**src/design/dfrq_pkg.sv**
```systemverilog
`timescale 1ns / 1ps
package dfrq_pkg;

  localparam int DEFAULT_QUEUE_SLOTS = 8;
  localparam int DEFAULT_IDLE_BITS   = 16;

  // Longest body a slot can hold, and the body address bits inside a slot.
  localparam int MAX_BODY = 62;
  localparam int BODY_AW  = 6;

  localparam int CFG_IDX_W = 2;
  localparam int CFG_W     = 16;

  localparam logic [7:0]  DELIM_RST   = 8'd0;
  localparam logic [15:0] TIMEOUT_RST = 16'd100;
  localparam logic [5:0]  MAXLEN_RST  = 6'd62;

  typedef enum logic [1:0] {
    KIND_BYTE = 2'd0,
    KIND_TICK = 2'd1,
    KIND_POP  = 2'd2,
    KIND_NONE = 2'd3
  } kind_e;

  typedef enum logic [2:0] {
    ST_TAKEN      = 3'd0,
    ST_QUEUED     = 3'd1,
    ST_FULL       = 3'd2,
    ST_BAD_START  = 3'd3,
    ST_TOO_LONG   = 3'd4,
    ST_EMPTY      = 3'd5,
    ST_FRAME_BYTE = 3'd6
  } status_e;

  typedef enum logic [CFG_IDX_W-1:0] {
    CFG_DELIM   = 2'd0,
    CFG_TIMEOUT = 2'd1,
    CFG_MAXLEN  = 2'd2
  } cfg_idx_e;

  typedef struct packed {
    logic [1:0] kind;
    logic [7:0] rx_byte;
  } in_req_t;

  typedef struct packed {
    logic [2:0] status;
    logic [7:0] out_byte;
    logic       last;
    logic [2:0] queue_level;
    logic       resynced;
  } out_rsp_t;

  typedef struct packed {
    logic byte_go;
    logic tick_go;
    logic pop_go;
    logic stream_go;
  } ctl_cmd_t;

  typedef struct packed {
    logic empty;
    logic stream_last;
  } dp_status_t;

endpackage

```
**src/design/dfrq_ctrl.sv**
```systemverilog
`timescale 1ns / 1ps
module dfrq_ctrl (
  input  logic                  clk_i,
  input  logic                  rst_ni,
  input  logic                  in_valid_i,
  output logic                  in_stall_o,
  input  logic [1:0]            kind_i,
  output logic                  out_valid_o,
  input  logic                  out_stall_i,
  input  dfrq_pkg::dp_status_t  status_i,
  output dfrq_pkg::ctl_cmd_t    cmd_o
);
  import dfrq_pkg::*;

  typedef enum logic [1:0] {
    S_IDLE = 2'b01,
    S_POP  = 2'b10
  } ctl_state_e;

  ctl_state_e state_q, state_d;
  logic       out_valid_q, out_valid_d;
  logic       out_free;
  ctl_cmd_t   cmd;

  always_comb begin
    cmd        = '0;
    state_d    = state_q;
    in_stall_o = 1'b1;
    out_free   = !out_valid_q || !out_stall_i;
    unique case (state_q)
      S_IDLE: begin
        in_stall_o = !out_free;
        if (in_valid_i && out_free) begin
          unique case (kind_e'(kind_i))
            KIND_BYTE: cmd.byte_go = 1'b1;
            KIND_TICK: cmd.tick_go = 1'b1;
            KIND_POP: begin
              cmd.pop_go = 1'b1;
              if (!status_i.empty) begin
                state_d = S_POP;
              end
            end
            KIND_NONE: cmd = '0;
          endcase
        end
      end
      S_POP: begin
        // The output register takes one frame byte per free cycle.
        if (out_free) begin
          cmd.stream_go = 1'b1;
          if (status_i.stream_last) begin
            state_d = S_IDLE;
          end
        end
      end
      default: state_d = S_IDLE;
    endcase
    out_valid_d = cmd.byte_go || cmd.pop_go || cmd.stream_go ||
                  (out_valid_q && out_stall_i);
  end

  always_ff @(posedge clk_i or negedge rst_ni) begin
    if (!rst_ni) begin
      state_q     <= S_IDLE;
      out_valid_q <= 1'b0;
    end else begin
      state_q     <= state_d;
      out_valid_q <= out_valid_d;
    end
  end

  assign out_valid_o = out_valid_q;
  assign cmd_o       = cmd;

endmodule

```
**config.mk**
```make
export PLATFORM = sky130hd
export DESIGN_NAME = dfrq_ctrl
export DESIGN_NICKNAME = d
export VERILOG_FILES = /design/src/design/dfrq_pkg.sv /design/src/design/dfrq_ctrl.sv
export SDC_FILE = /design/constraint.sdc
export NUM_CORES = 1
export LEC_CHECK = 0
export BUFFER_PORTS_ARGS = -buffer_cell sky130_fd_sc_hd__buf_2
export CORE_AREA = 2 2 39 41
export CTS_CLUSTER_SIZE = 10
export DETAILED_ROUTE_END_ITERATION = 7
export DIE_AREA = 0 0 41 43
export PLACE_DENSITY = 0.42
export SLEW_MARGIN = 25
export SYNTH_ARGS = -nofsm -noshare
export SYNTH_HDL_FRONTEND = slang
export SYNTH_SLANG_ARGS = --single-unit
```
**constraint.sdc**
```tcl
create_clock -name clk_i -period 1.5 [get_ports clk_i]
set_clock_uncertainty 0.2 [all_clocks]
set_input_delay 0.075 -clock clk_i [delete_from_list [all_inputs] [get_ports clk_i]]
set_output_delay 0.075 -clock clk_i [all_outputs]
set_load 0.02 [all_outputs]
```
==> results of run 1 <==
[stage by stage]
step / hold slack [ns] / util, % / instances
2_1_floorplan: -0.421 / - / 18
3_3_place_gp: -0.324 / 20.2 / 47
3_5_place_dp: -0.323 / 20.2 / 47
4_1_cts: 0.00395 / 25.9 / 56
5_1_grt: 0.0175 / 26.6 / 56
6_report: 0.0173 / 26.6 / 56
[state kept, by name, indices dropped and copies added, names as in the netlist]
name         flops
state_q          2
out_valid_o      1
[layout by cell type (no fill, tap or decap)]
cell / count
sky130_fd_sc_hd__nor2_1: 1
sky130_fd_sc_hd__nand3_1: 1
sky130_fd_sc_hd__nand2_1: 1
sky130_fd_sc_hd__o32ai_1: 1
sky130_fd_sc_hd__dlygate4sd3_1: 5
sky130_fd_sc_hd__nand4b_4: 1
sky130_fd_sc_hd__inv_1: 1
sky130_fd_sc_hd__nand2_2: 1
sky130_fd_sc_hd__nand3b_1: 1
sky130_fd_sc_hd__and2_1: 1
sky130_fd_sc_hd__nand2b_2: 1
sky130_fd_sc_hd__buf_4: 3
sky130_fd_sc_hd__clkbuf_4: 3
sky130_fd_sc_hd__a21oi_1: 1
sky130_fd_sc_hd__dfstp_2: 1
sky130_fd_sc_hd__nor2_2: 1
sky130_fd_sc_hd__o32a_1: 1
sky130_fd_sc_hd__dfrtp_1: 2
sky130_fd_sc_hd__buf_2: 10
sky130_fd_sc_hd__clkbuf_1: 1
sky130_fd_sc_hd__nor2b_4: 1
sky130_fd_sc_hd__nor3_2: 1
[what timing repair did]
action | CTS | global route
pin swaps | 0 | 1
gates resized for setup | 1 | 4
hold buffers | 5 | 0
buffers inserted | 0 | 0
hold endpoints to repair | 6 | 0
endpoints found under the setup margin | 1 | 4
[kinds of logic after synthesis]
group | after synthesis | share of synthesized area [%]
flip-flops | 3 | 40.4
AO/OA/AOI/OAI | 3 | 12.6
buffers and inverters | 1 | 1.98
AND/OR/NAND/NOR | 11 | 45.0
[worst max path at each step]
stage          cells after the start    endpoint  slack, ns
2_1_floorplan                      3    cmd_o[2]       0.02
3_3_place_gp                       2  state_q[0]       0.22
3_5_place_dp                       2  state_q[0]       0.23
4_1_cts                            3    cmd_o[2]      0.003
5_1_grt                            3    cmd_o[1]      -0.01
6_report                           3    cmd_o[1]       0.04
[worst max-delay path, stage by stage, from the launching register on]
cell and delay [ns]:
sky130_fd_sc_hd__dfstp_2 0.55, sky130_fd_sc_hd__nand4b_4 0.15, sky130_fd_sc_hd__nor2_1 0.11, sky130_fd_sc_hd__buf_4 0.14
[layout make-up]
type,instances,area (µm²)
inverter,1,3.75
fill,159,1020
sequential,3,76.3
multi-input combinational,14,119
timing repair buffer,18,123
tap,16,20.0
clock buffer,4,26.3
[power breakdown]
part | leakage [nW] | total, mW | internal [mW] | switching [mW]
clock network | 0.0150 | 0.141 | 0.0996 | 0.0409
registers | 0.0368 | 0.0908 | 0.0868 | 0.00399
logic | 0.124 | 0.0766 | 0.0369 | 0.0397
total | 0.176 | 0.308 | 0.223 | 0.0847
[layer usage]
metal  up-vias  global-route usage, %  part of all wire, %
met5         -                      0                    0
met4         0                   8.00                    0
met3         0                   2.09                   13
met2        13                   9.38                   43
met1        96                   9.35                   43
li1        109                      -                    -
==> results.md, run 1 <==
- The flow ran to the end, and the final reports show no timing, DRC or antenna violations.
- The die is 41 µm wide.
- Clock tree synthesis inserted a total of 3 buffers.
- The count of pins on the block boundary is 14.
- The starting density of the core is 13.7%.
- The maximum level of the CTS H-tree is 1.
- The worst setup path startpoint is state_q[0].
- The post-synthesis async set-or-reset flop share is 100%.
- For the final routed database, the setup TNS stands at 0 ns.
- The number of global-route vias before repair is 225.
- In the final design database the tool counted 49 nets.
- After synthesis, the mean cell area works out to 10.5 µm².
- Data on the critical path arrives at its endpoint at 1.19 ns.
- Of the post-synthesis cell area, the dominant cell type holds 26.5%.
- The first-pass GRT wire length is 834 µm.
- The number of nets produced by synthesis is 26.
- For this run, the number of Yosys warnings is 0.
- The overall die height is 43 µm.
- The floorplan step defined a core boundary enclosing between 1000 and 1500 µm².
- The worst slew slack as a fraction of its limit is 86.7%.
- The worst hold path cell count is 3.
- The number of synthesized register bits is 3.
- The worst reg-to-reg setup slack is approximately 0.038 ns.
- The actual slew at the worst max-slew pin is 0.199 ns.
- The detail route stage leaves a number of antenna-violating nets equal to 0.
- The root buffer cell is sky130_fd_sc_hd__clkbuf_4.
- At the end of routability-driven placement, the weighted congestion stood at 0.637.
- The number of distinct library cell variants in the gate-level netlist after synthesis is 16.
- Setup repair after global routing could not meet its margin everywhere.
- The antenna diode instance count is 0.
- The share of the Yosys chip area taken by registers is 40.4%.
- Wires add up to roughly 570 µm.
- The commonest register cell after synthesis is sky130_fd_sc_hd__dfrtp_1.
- The time the worst path needs with I/O delays and setup is 1.46 ns.
- Setup slack on the critical path of the routed design comes to 0.0381 ns.
- The total number of placement rows is 14.
- The biggest fanout along the worst timing path is 5.
- The number of optimization iterations in the first detailed-route pass is 2.
- The number of setup violations in the final report is 0.
- For this run, design rule violations remaining after detail routing come to 0.
- For the worst flop-to-flop path, the logic depth is 3.
- STA puts the critical path data required time at 1.22 ns.
- The count of buffers from port buffering is 13.
- The endpoint identified for the worst register-to-register timing path is out_valid_o.
- TritonCTS built the clock tree.
- In the global route stage, overall resource usage came out at approximately 7.5%.
- The worst setup path is captured at a primary output.
- By count the netlist is led by 2 x sky130_fd_sc_hd__dfrtp_1, 2 x sky130_fd_sc_hd__nor2_1.
- Using the TritonRoute via totals, the vias-per-cell ratio works out to between 3 and 4.
- Summing all non-filler instances in the final layout gives an area of 368 µm².
- In the post-synthesis netlist, the biggest area contributors are sky130_fd_sc_hd__dfrtp_1 26%, sky130_fd_sc_hd__dfstp_2 14%, sky130_fd_sc_hd__nand4b_4 13%.
- Clock-pin slew was measured on the worst setup and hold paths at 0.04 ns.
- The total power divided by cell area is between 800 and 900 nW/µm².
- By startpoint and endpoint, the worst setup path is classified as flop to primary output.
- The placed wire-length estimate after detailed placement is around 400 µm.
- The clock drives 3 sinks.
- Timing would allow up to 684 MHz.
- The die covers roughly 1800 µm².
- The final-report max-slew violation count is 0.
- The via count of the routed design is 218.
- The startpoint of the worst register-to-register path is out_valid_o.
- The initial antenna violation count is 0.
- The worst hold path belongs to the class input port to flop.
- Dividing the final minimum period by the clock period gives a little over nine tenths.
- The startpoint type of the worst setup path is a flop.
- Summed over all layers, the global routing overflow is 0.
- After technology mapping, the gate count stands at 18.
- The number of hold violations in the final report is 0.
- The biggest area contributor in the post-synthesis netlist is sky130_fd_sc_hd__dfrtp_1.
- Across the run, the number of max-cap violations was 0.
- The layout cell share with drive strength beyond 1 is 57.5%.
- Once placement finished, the instance area stood at about 280 µm².
- The worst vdd rail ir drop is about 340 µV.
- From synthesis to final layout, the design area changed by 94.7%.
- In this run the cell area of the synthesized design comes to 189 µm².
- Yosys mapped a number of flops with a built-in enable equal to 0.
- OpenSTA, run right after detailed placement, puts the worst setup slack at 0.227 ns.
- In this run the deepest clock path goes through 2 buffers.
- The latest clock arrival within the worst-skew pair is 0.23 ns.
- The DRC violation total after the first TritonRoute iteration is 1.
- The pin count of the biggest net entering global routing is 6.
- The start point of the worst min-delay path is kind_i[1].
- The leakage component of the power is 0.176 nW.
- The wire length per cell after detailed routing is 10.1 µm.
- The power consumption is 0.308 mW.
- The end of the worst hold path is state_q[1].
(Power assumes the default switching activity.)
==> inputs of run 2 (changes only) <==
--- a/config.mk
+++ b/config.mk
@@ -5,12 +5,13 @@
 export SDC_FILE = /design/constraint.sdc
 export NUM_CORES = 1
 export LEC_CHECK = 0
+export ABC_AREA = 1
 export BUFFER_PORTS_ARGS = -buffer_cell sky130_fd_sc_hd__buf_2
 export CORE_AREA = 2 2 39 41
 export CTS_CLUSTER_SIZE = 10
 export DETAILED_ROUTE_END_ITERATION = 7
 export DIE_AREA = 0 0 41 43
-export PLACE_DENSITY = 0.42
+export PLACE_DENSITY = 0.44
 export SLEW_MARGIN = 25
 export SYNTH_ARGS = -nofsm -noshare
 export SYNTH_HDL_FRONTEND = slang
==> run 2 against run 1 <==
Net effect: register-to-register slack better by 0.20 ns; critical endpoint is now cmd_o[2]; combinational power is 5.1% higher; design area is 7.8% higher; flip-flop and latch count stayed put; sequential power is 1% higher; largest cell class unchanged; die area stayed put; largest power group unchanged.
==> results.md, run 2 <==
- The clock slew seen by the registers of the worst setup and hold paths was 0.04 ns (about the same).
- The total number of placement rows is 14 (unchanged).
- The DRC violation total after the first TritonRoute iteration is 0 (-1).
- STA classifies the critical path endpoint as a primary output.
- The data arrival time of the critical path came to 1.19 ns (about the same).
- The post-synthesis async set-or-reset flop share is 100% (unchanged).
- The count of buffers from port buffering is 13 (unchanged).
- The area of combinational cells with multiple inputs came to 100 µm² (-16%).
- The area of all sequential standard cells is 76.3 µm² (unchanged).
- The latest clock arrival within the worst-skew pair is 0.23 ns (about the same).
- The total wire length after detailed routing was 533 µm (-5.7%).
- The total negative setup slack is 0 ns (unchanged).
- The switching fraction of total power came to 28.4% (+0.89 points).
- The flip-flop count of the largest register, all copies and words added is 2 (unchanged).
- Yosys attributes the largest share of cell area to sky130_fd_sc_hd__dfrtp_1 23%, sky130_fd_sc_hd__inv_1 23%, sky130_fd_sc_hd__nand2_1 16%.
- The complex-gate fraction of the synthesized area is 4.65% (-7.9 points).
- The simple-gate area share of the yosys netlist was 37.2% (-7.8 points).
- The fill cell total of the finished layout was 163 (+2.5%).
- The internal power was 0.223 mW (about the same).
- The placeable core area is 1380 µm² (unchanged).
- The portion of the post-synthesis area used by sequential elements is 35.5% (-4.9 points).
- The overall die height is 43 µm (unchanged).
- The worst slew slack as a fraction of its limit is 88.9% (+2.2 points).
- The end of the worst hold path is state_q[1].
- The final-report max-slew violation count was 0 (unchanged).
- The flow ran to the end, and the final reports show no timing, DRC or antenna violations.
- The via count of the routed design was 272 (+25%).
- The worst reg-to-reg setup slack is 0.24 ns (+0.20 ns).
- The cell sitting at the root of the clock tree is a sky130_fd_sc_hd__clkbuf_4.
- The first-pass GRT wire length is 765 µm (-8.3%).
- The commonest register cell after synthesis is sky130_fd_sc_hd__dfrtp_1.
- The end of the worst register-to-register path is out_valid_o.
- The remaining global-route overflow came to 0 (unchanged).
- The floorplan die width is 41 µm (unchanged).
- The combinational fraction of design power is 25.8% (+0.9 points).
- The cell area after synthesis is 215 µm² (+14%).
- The XOR/XNOR share of the synthesized area is 0% (unchanged).
- The part of the power in registers is 29.6% (about the same).
- The time the worst path needs with I/O delays and setup was 1.47 ns (+0.00444 ns).
- The number of distinct library cell variants in the gate-level netlist after synthesis is 9 (-7).
- The number of instances in the synthesized netlist is 37 (+19).
- The global-route usage over all layers is 6.94% (-0.60 points).
- The count of pins on the block boundary came to 14 (unchanged).
- The top cell types in the final layout, fill and taps aside, are 12 x sky130_fd_sc_hd__inv_1, 11 x sky130_fd_sc_hd__buf_2, 8 x sky130_fd_sc_hd__nand2_1.
- The power consumption is 0.311 mW (+1.1%).
- The biggest area contributor in the post-synthesis netlist is sky130_fd_sc_hd__dfrtp_1.
- The number of flops mapped to enable cells by yosys is 0 (unchanged).
- The worst setup path is of the flop to primary output kind.
- The switching power is 0.0884 mW (+4.4%).
- The number of nets produced by synthesis is 45 (+73%).
- The final core utilization is 28.7% (+2.1 points).
- The number of warnings reported in the yosys synthesis log is 0 (unchanged).
- The routability congestion estimate from global placement is 0.564 (-11%).
- The wire length per cell after detailed routing was 7.11 µm (-30%).
- The mean number of vias per cell is 3.63 (-6.8%).
- The number of routed nets with antenna violations is 0 (unchanged).
- The number of setup violations in the final report is 0 (unchanged).
- The period utilization was 97.8% (+0.30 points).
- The floorplan die area is 1760 µm² (unchanged).
- The data required time of the critical path came to 1.22 ns (about the same).
- The total power divided by cell area is 785 nW/µm² (-6.2%).
- The largest register by flop count is state_q.
- The proportion of synthesized area in mux cells is 0% (unchanged).
- The commonest cells after synthesis are 13 x sky130_fd_sc_hd__inv_1, 9 x sky130_fd_sc_hd__nand2_1, 5 x sky130_fd_sc_hd__nor2_1.
- The number of buffers created by CTS is 3 (unchanged).
- The worst reg2reg path depth came to 5 (+2).
- The synthesized-area fraction occupied by adder cells is 0% (unchanged).
- The placed wire-length estimate after detailed placement is 426 µm (+6.4%).
- The classification of the worst-slack hold path is input port to flop.
- The max-cap check violation count is 0 (unchanged).
- The maximum level of the CTS H-tree is 1 (unchanged).
- The starting density of the core is 15.6% (+1.9 points).
- TritonCTS built the clock tree.
- In this run the most critical hold path is launched from kind_i[1].
- The actual slew at the worst max-slew pin is 0.167 ns (-0.0320 ns).
- The leakage component of the power was 0.262 nW (+49%).
- The antenna diode instance count came to 0 (unchanged).
- The number of nets in the finished design is 68 (+39%).
- The initial antenna violation count was 0 (unchanged).
- The number of optimization iterations in the first detailed-route pass is 1 (-1).
- Compared with the post-synthesis result, the final layout area differs by 84.3%.
- The total DRC errors in the routed layout is 0 (unchanged).
- The startpoint of the worst register-to-register path is state_q[0].
- The startpoint type of the worst setup path is a flop.
- The most frequent cell after synthesis is sky130_fd_sc_hd__inv_1.
- The maximum buffer depth of the clock tree is 2 (unchanged).
- The worst hold path cell count is 5 (+2).
- The number of sinks driven by the clock tree was 3 (unchanged).
- The synthesized area per cell came to 5.82 µm² (-45%).
- The most common library cell in the layout ignoring fill and taps is sky130_fd_sc_hd__inv_1.
- The fraction of post-synthesis cell area in the top cell type by area is 23.3% (-3.2 points).
- The highest achievable clock rate was 682 MHz (-0.30%).
- The number of synthesized register bits is 3 (unchanged).
- The relative contribution of the clock network to total power is 44.6% (-1.1 points).
- Setup repair after global routing could not meet its margin everywhere.
- The number of global-route vias before repair is 234 (+4.0%).
- The layout cell share with drive strength beyond 1 came to 39.0% (-19 points).
- The biggest fanout along the worst timing path is 4 (-1).
- The pin count of the biggest net entering global routing was 5 (-1).
- The number of hold violations in the final report is 0 (unchanged).
- The worst vdd rail ir drop was 260 µV (-23%).
- The largest family of logic cells by synthesized area is simple AND/OR/NAND/NOR gates.
-- run 2: cell families (layout without fill, tap and decap cells) --
logic type,after synthesis,count (layout)
buf+inv,13,35
compound gates,2,2
simple gates,19,19
flops,3,3
-- run 2: through the flow --
step	worst slack (ns)	instance area, µm²	std cells	hold slack (ns)
6_report	0.0337	397	75	0.0289
3_5_place_dp	0.208	300	66	-0.327
3_3_place_gp	0.205	300	66	-0.327
5_1_grt	-0.0309	397	75	0.0384
4_1_cts	0.0188	374	74	0.0235
2_1_floorplan	0.118	215	37	-0.421
-- run 2: how the worst max path moves through the flow --
stage / depth (start not counted) / slack [ns] / endpoint / start
detailed placement: 5 / 0.21 / cmd_o[3] / state_q[0]
floorplan: 2 / 0.12 / cmd_o[2] / state_q[0]
finish: 3 / 0.03 / cmd_o[2] / state_q[0]
global route: 5 / -0.03 / cmd_o[3] / state_q[0]
global placement: 5 / 0.21 / cmd_o[3] / state_q[0]
CTS: 5 / 0.02 / cmd_o[1] / state_q[0]
-- run 2: power by group through the flow --
stage | combinational (mW) | sequential, mW | clock [mW]
detailed placement | 0.0657 | 0.0926 | 0
CTS | 0.0757 | 0.0918 | 0.148
finish | 0.0805 | 0.0920 | 0.139
global route | 0.0881 | 0.0931 | 0.157
floorplan | 0.0340 | 0.0969 | 0
global placement | 0.0657 | 0.0926 | 0
-- run 2: metal layers --
metal	GRT usage, %	up-vias	wire (µm)
met5	0	-	0
met4	8.00	0	0
met3	3.14	0	61
met2	9.06	11	226
met1	7.12	111	245
li1	-	150	-
-- run 2: area by class of cell --
cell class / count / area share (%)
tap: 16 / 5.05
multi-input combinational: 21 / 25.2
sequential: 3 / 19.2
clock buffer: 4 / 6.62
inverter: 13 / 12.3
timing repair buffer: 18 / 31.5
-- run 2: repair_timing --
action                     CTS  global route
gates cloned                 0             0
setup endpoints to repair    3             3
hold endpoints to repair     5             0
pin swaps                    1             2
resized for setup            3             5
hold buffers                 4             0
buffers inserted             0             1
-- run 2: critical path, stage by stage (launching register included) --
cell and delay [ns]:
sky130_fd_sc_hd__dfstp_2 0.54, sky130_fd_sc_hd__nand2_4 0.07, sky130_fd_sc_hd__nor3_1 0.17, sky130_fd_sc_hd__buf_2 0.19
==> inputs of run 3 (changes only) <==
--- a/config.mk
+++ b/config.mk
@@ -12,6 +12,7 @@
 export DETAILED_ROUTE_END_ITERATION = 7
 export DIE_AREA = 0 0 41 43
 export PLACE_DENSITY = 0.44
+export RECOVER_POWER = 25
 export SLEW_MARGIN = 25
 export SYNTH_ARGS = -nofsm -noshare
 export SYNTH_HDL_FRONTEND = slang
==> run 3 against run 2 <==
Net effect: first-iteration DRC count is the same; final cell count unchanged; largest cell class unchanged; die area stayed put; sequential power hardly changed; critical endpoint unchanged; worst hold slack barely moved.
==> results.md, run 3 (synthesis results as in run 2) <==
- The flip-flop count of the largest register, all copies and words added is 2 (unchanged).
- In the layout the commonest cells are 12 x sky130_fd_sc_hd__inv_1, 10 x sky130_fd_sc_hd__buf_2, 8 x sky130_fd_sc_hd__nand2_1.
- The number of setup violations in the final report is 0 (unchanged).
- The total power divided by cell area was 787 nW/µm² (+0.22%).
- The worst setup path is captured at a primary output.
- The biggest fanout along the worst timing path is 4 (unchanged).
- The post-route worst hold slack is 0.0289 ns (-0.0000120 ns).
- The total negative setup slack is 0 ns (unchanged).
- The signal on the critical path passes through nand2_4 -> nor3_1 -> buf_2.
- The global-route usage over all layers is 6.94% (unchanged).
- The startpoint of the worst register-to-register path is state_q[0].
- The category of cells accounting for the largest share of critical-path delay is flip-flops.
- The period utilization is 97.8% (about the same).
- The clock slew seen by the registers of the worst setup and hold paths is 0.04 ns (about the same).
- The overall die height is 43 µm (unchanged).
- The data required time of the critical path came to 1.22 ns (about the same).
- The worst setup path is launched from a flop.
- The count of buffers from port buffering is 13 (unchanged).
- The mean number of vias per cell was 3.63 (unchanged).
- The total wire length after detailed routing was 533 µm (unchanged).
- The total DRC errors in the routed layout was 0 (unchanged).
- The worst reg-to-reg setup slack is 0.24 ns (about the same).
- The data arrival time of the critical path was 1.19 ns (about the same).
- The number of buffers created by CTS was 3 (unchanged).
- The worst slew slack as a fraction of its limit is 88.9% (unchanged).
- The maximum level of the CTS H-tree is 1 (unchanged).
- The worst vdd rail ir drop is 260 µV (about the same).
- The highest achievable clock rate is 682 MHz (about the same).
- The remaining global-route overflow is 0 (unchanged).
- The fill cell total of the finished layout is 163 (unchanged).
- The classification of the worst-slack hold path is input port to flop.
- The placeable core area is 1380 µm² (unchanged).
- The routability congestion estimate from global placement is 0.564 (unchanged).
- The max-cap check violation count was 0 (unchanged).
- The leakage component of the power is 0.259 nW (-1.1%).
- The maximum buffer depth of the clock tree came to 2 (unchanged).
- The number of global-route vias before repair is 234 (unchanged).
- The antenna diode instance count is 0 (unchanged).
- The number of optimization iterations in the first detailed-route pass came to 1 (unchanged).
- The latest clock arrival within the worst-skew pair is 0.23 ns (about the same).
- The number of routed nets with antenna violations is 0 (unchanged).
- The number of nets in the finished design is 68 (unchanged).
- The buffers plus inverters on the worst setup path is 1 (unchanged).
- The via count of the routed design was 272 (unchanged).
- The root buffer cell is sky130_fd_sc_hd__clkbuf_4.
- The critical path depth was 3 (unchanged).
- The count of pins on the block boundary was 14 (unchanged).
- The time the worst path needs with I/O delays and setup is 1.47 ns (+0.0000121 ns).
- The floorplan die width is 41 µm (unchanged).
- Setup repair after global routing could not meet its margin everywhere.
- The placed wire-length estimate after detailed placement is 426 µm (unchanged).
- The DRC violation total after the first TritonRoute iteration is 0 (unchanged).
- The layout cell share with drive strength beyond 1 came to 37.3% (-1.7 points).
- The total number of placement rows is 14 (unchanged).
- The first-pass GRT wire length was 765 µm (unchanged).
- The slowest stage of the critical path belongs to the cell sky130_fd_sc_hd__dfstp_2.
- The actual slew at the worst max-slew pin was 0.167 ns (unchanged).
- Following the worst setup path forward leads to its endpoint at cmd_o[2].
- The final-report max-slew violation count came to 0 (unchanged).
- The pin count of the biggest net entering global routing was 5 (unchanged).
- The wire length per cell after detailed routing was 7.11 µm (unchanged).
- The initial antenna violation count was 0 (unchanged).
- The area growth from synthesis to layout is 83.7%.
- The number of sinks driven by the clock tree came to 3 (unchanged).
- The end of the worst register-to-register path is out_valid_o.
- The floorplan die area was 1760 µm² (unchanged).
- TritonCTS built the clock tree.
- The number of hold violations in the final report came to 0 (unchanged).
- The largest register by flop count is state_q.
- The run finished with clean final reports.
- The worst setup path startpoint is state_q[0].
- The category of the most critical setup path is flop to primary output.
- The power consumption is 0.311 mW (-0.10%).
- The worst reg2reg path depth came to 5 (unchanged).
- The starting density of the core came to 15.6% (unchanged).
- The library cell used most frequently in the layout, excluding fill and tap cells, is sky130_fd_sc_hd__inv_1.
- The largest stage delay on the critical path was 0.54 ns (about the same).
-- run 3: changes by cell type in the layout (fill, tap and decap cells not counted), sizes merged --
| cell | previous run | this run |
|---|---|---|
| clkbuf | 4 | 5 |
| buf | 14 | 13 |
-- run 3: through the flow --
step	std cells	util (%)	area, µm²	setup slack (ns)
6_report	75	28.6	395	0.0337
5_1_grt	75	28.6	395	-0.0309
4_1_cts	74	27.0	374	0.0188
3_5_place_dp	66	21.7	300	0.208
3_3_place_gp	66	21.7	300	0.205
2_1_floorplan	37	-	215	0.118
-- run 3: area by class of cell --
type,count,area [µm²],area share [%]
clock buffers,4,26.3,6.65
flip-flops and latches,3,76.3,19.3
inverters,13,48.8,12.3
repair buffers,18,124,31.3
multi-input cells,21,100,25.3
well taps,16,20.0,5.06
-- run 3: worst register-to-register path: stages, from the launching register on --
cell	delay [ns]
sky130_fd_sc_hd__dfstp_2	0.54
sky130_fd_sc_hd__nand2_4	0.07
sky130_fd_sc_hd__nor2_2	0.11
sky130_fd_sc_hd__nand2_1	0.07
sky130_fd_sc_hd__buf_4	0.13
sky130_fd_sc_hd__nand3_1	0.08
-- run 3: timing repair --
item / in CTS / in global routing
resized for setup: 3 / 5
hold buffers: 4 / 0
endpoints found under the setup margin: 3 / 3
pin swaps: 1 / 2
buffers inserted: 0 / 1
gates cloned: 0 / 0
endpoints found under the hold margin: 5 / 0
-- run 3: report_power, final --
part           switching (mW)  internal [mW]  leakage, nW
clock network          0.0394         0.0995       0.0150
logic                  0.0445         0.0357        0.207
registers             0.00454         0.0875       0.0369
-- run 3: how the worst min path moves through the flow --
stage                           from     endpoint  slack, ns  cells after the start
after CTS                 in_valid_i   state_q[1]       0.02                      5
final                      kind_i[1]   state_q[1]       0.03                      5
after global routing      in_valid_i   state_q[1]       0.04                      5
after global placement        rst_ni   state_q[1]      -0.33                      1
after detailed placement      rst_ni   state_q[1]      -0.33                      1
after floorplan               rst_ni  out_valid_o      -0.42                      0
-- run 3: metal layers --
layer	up-vias	GRT usage [%]	wire [µm]
li1	150	-	-
met1	111	7.12	245
met2	11	9.06	226
met3	0	3.14	61
met4	0	8.00	0
met5	-	0	0
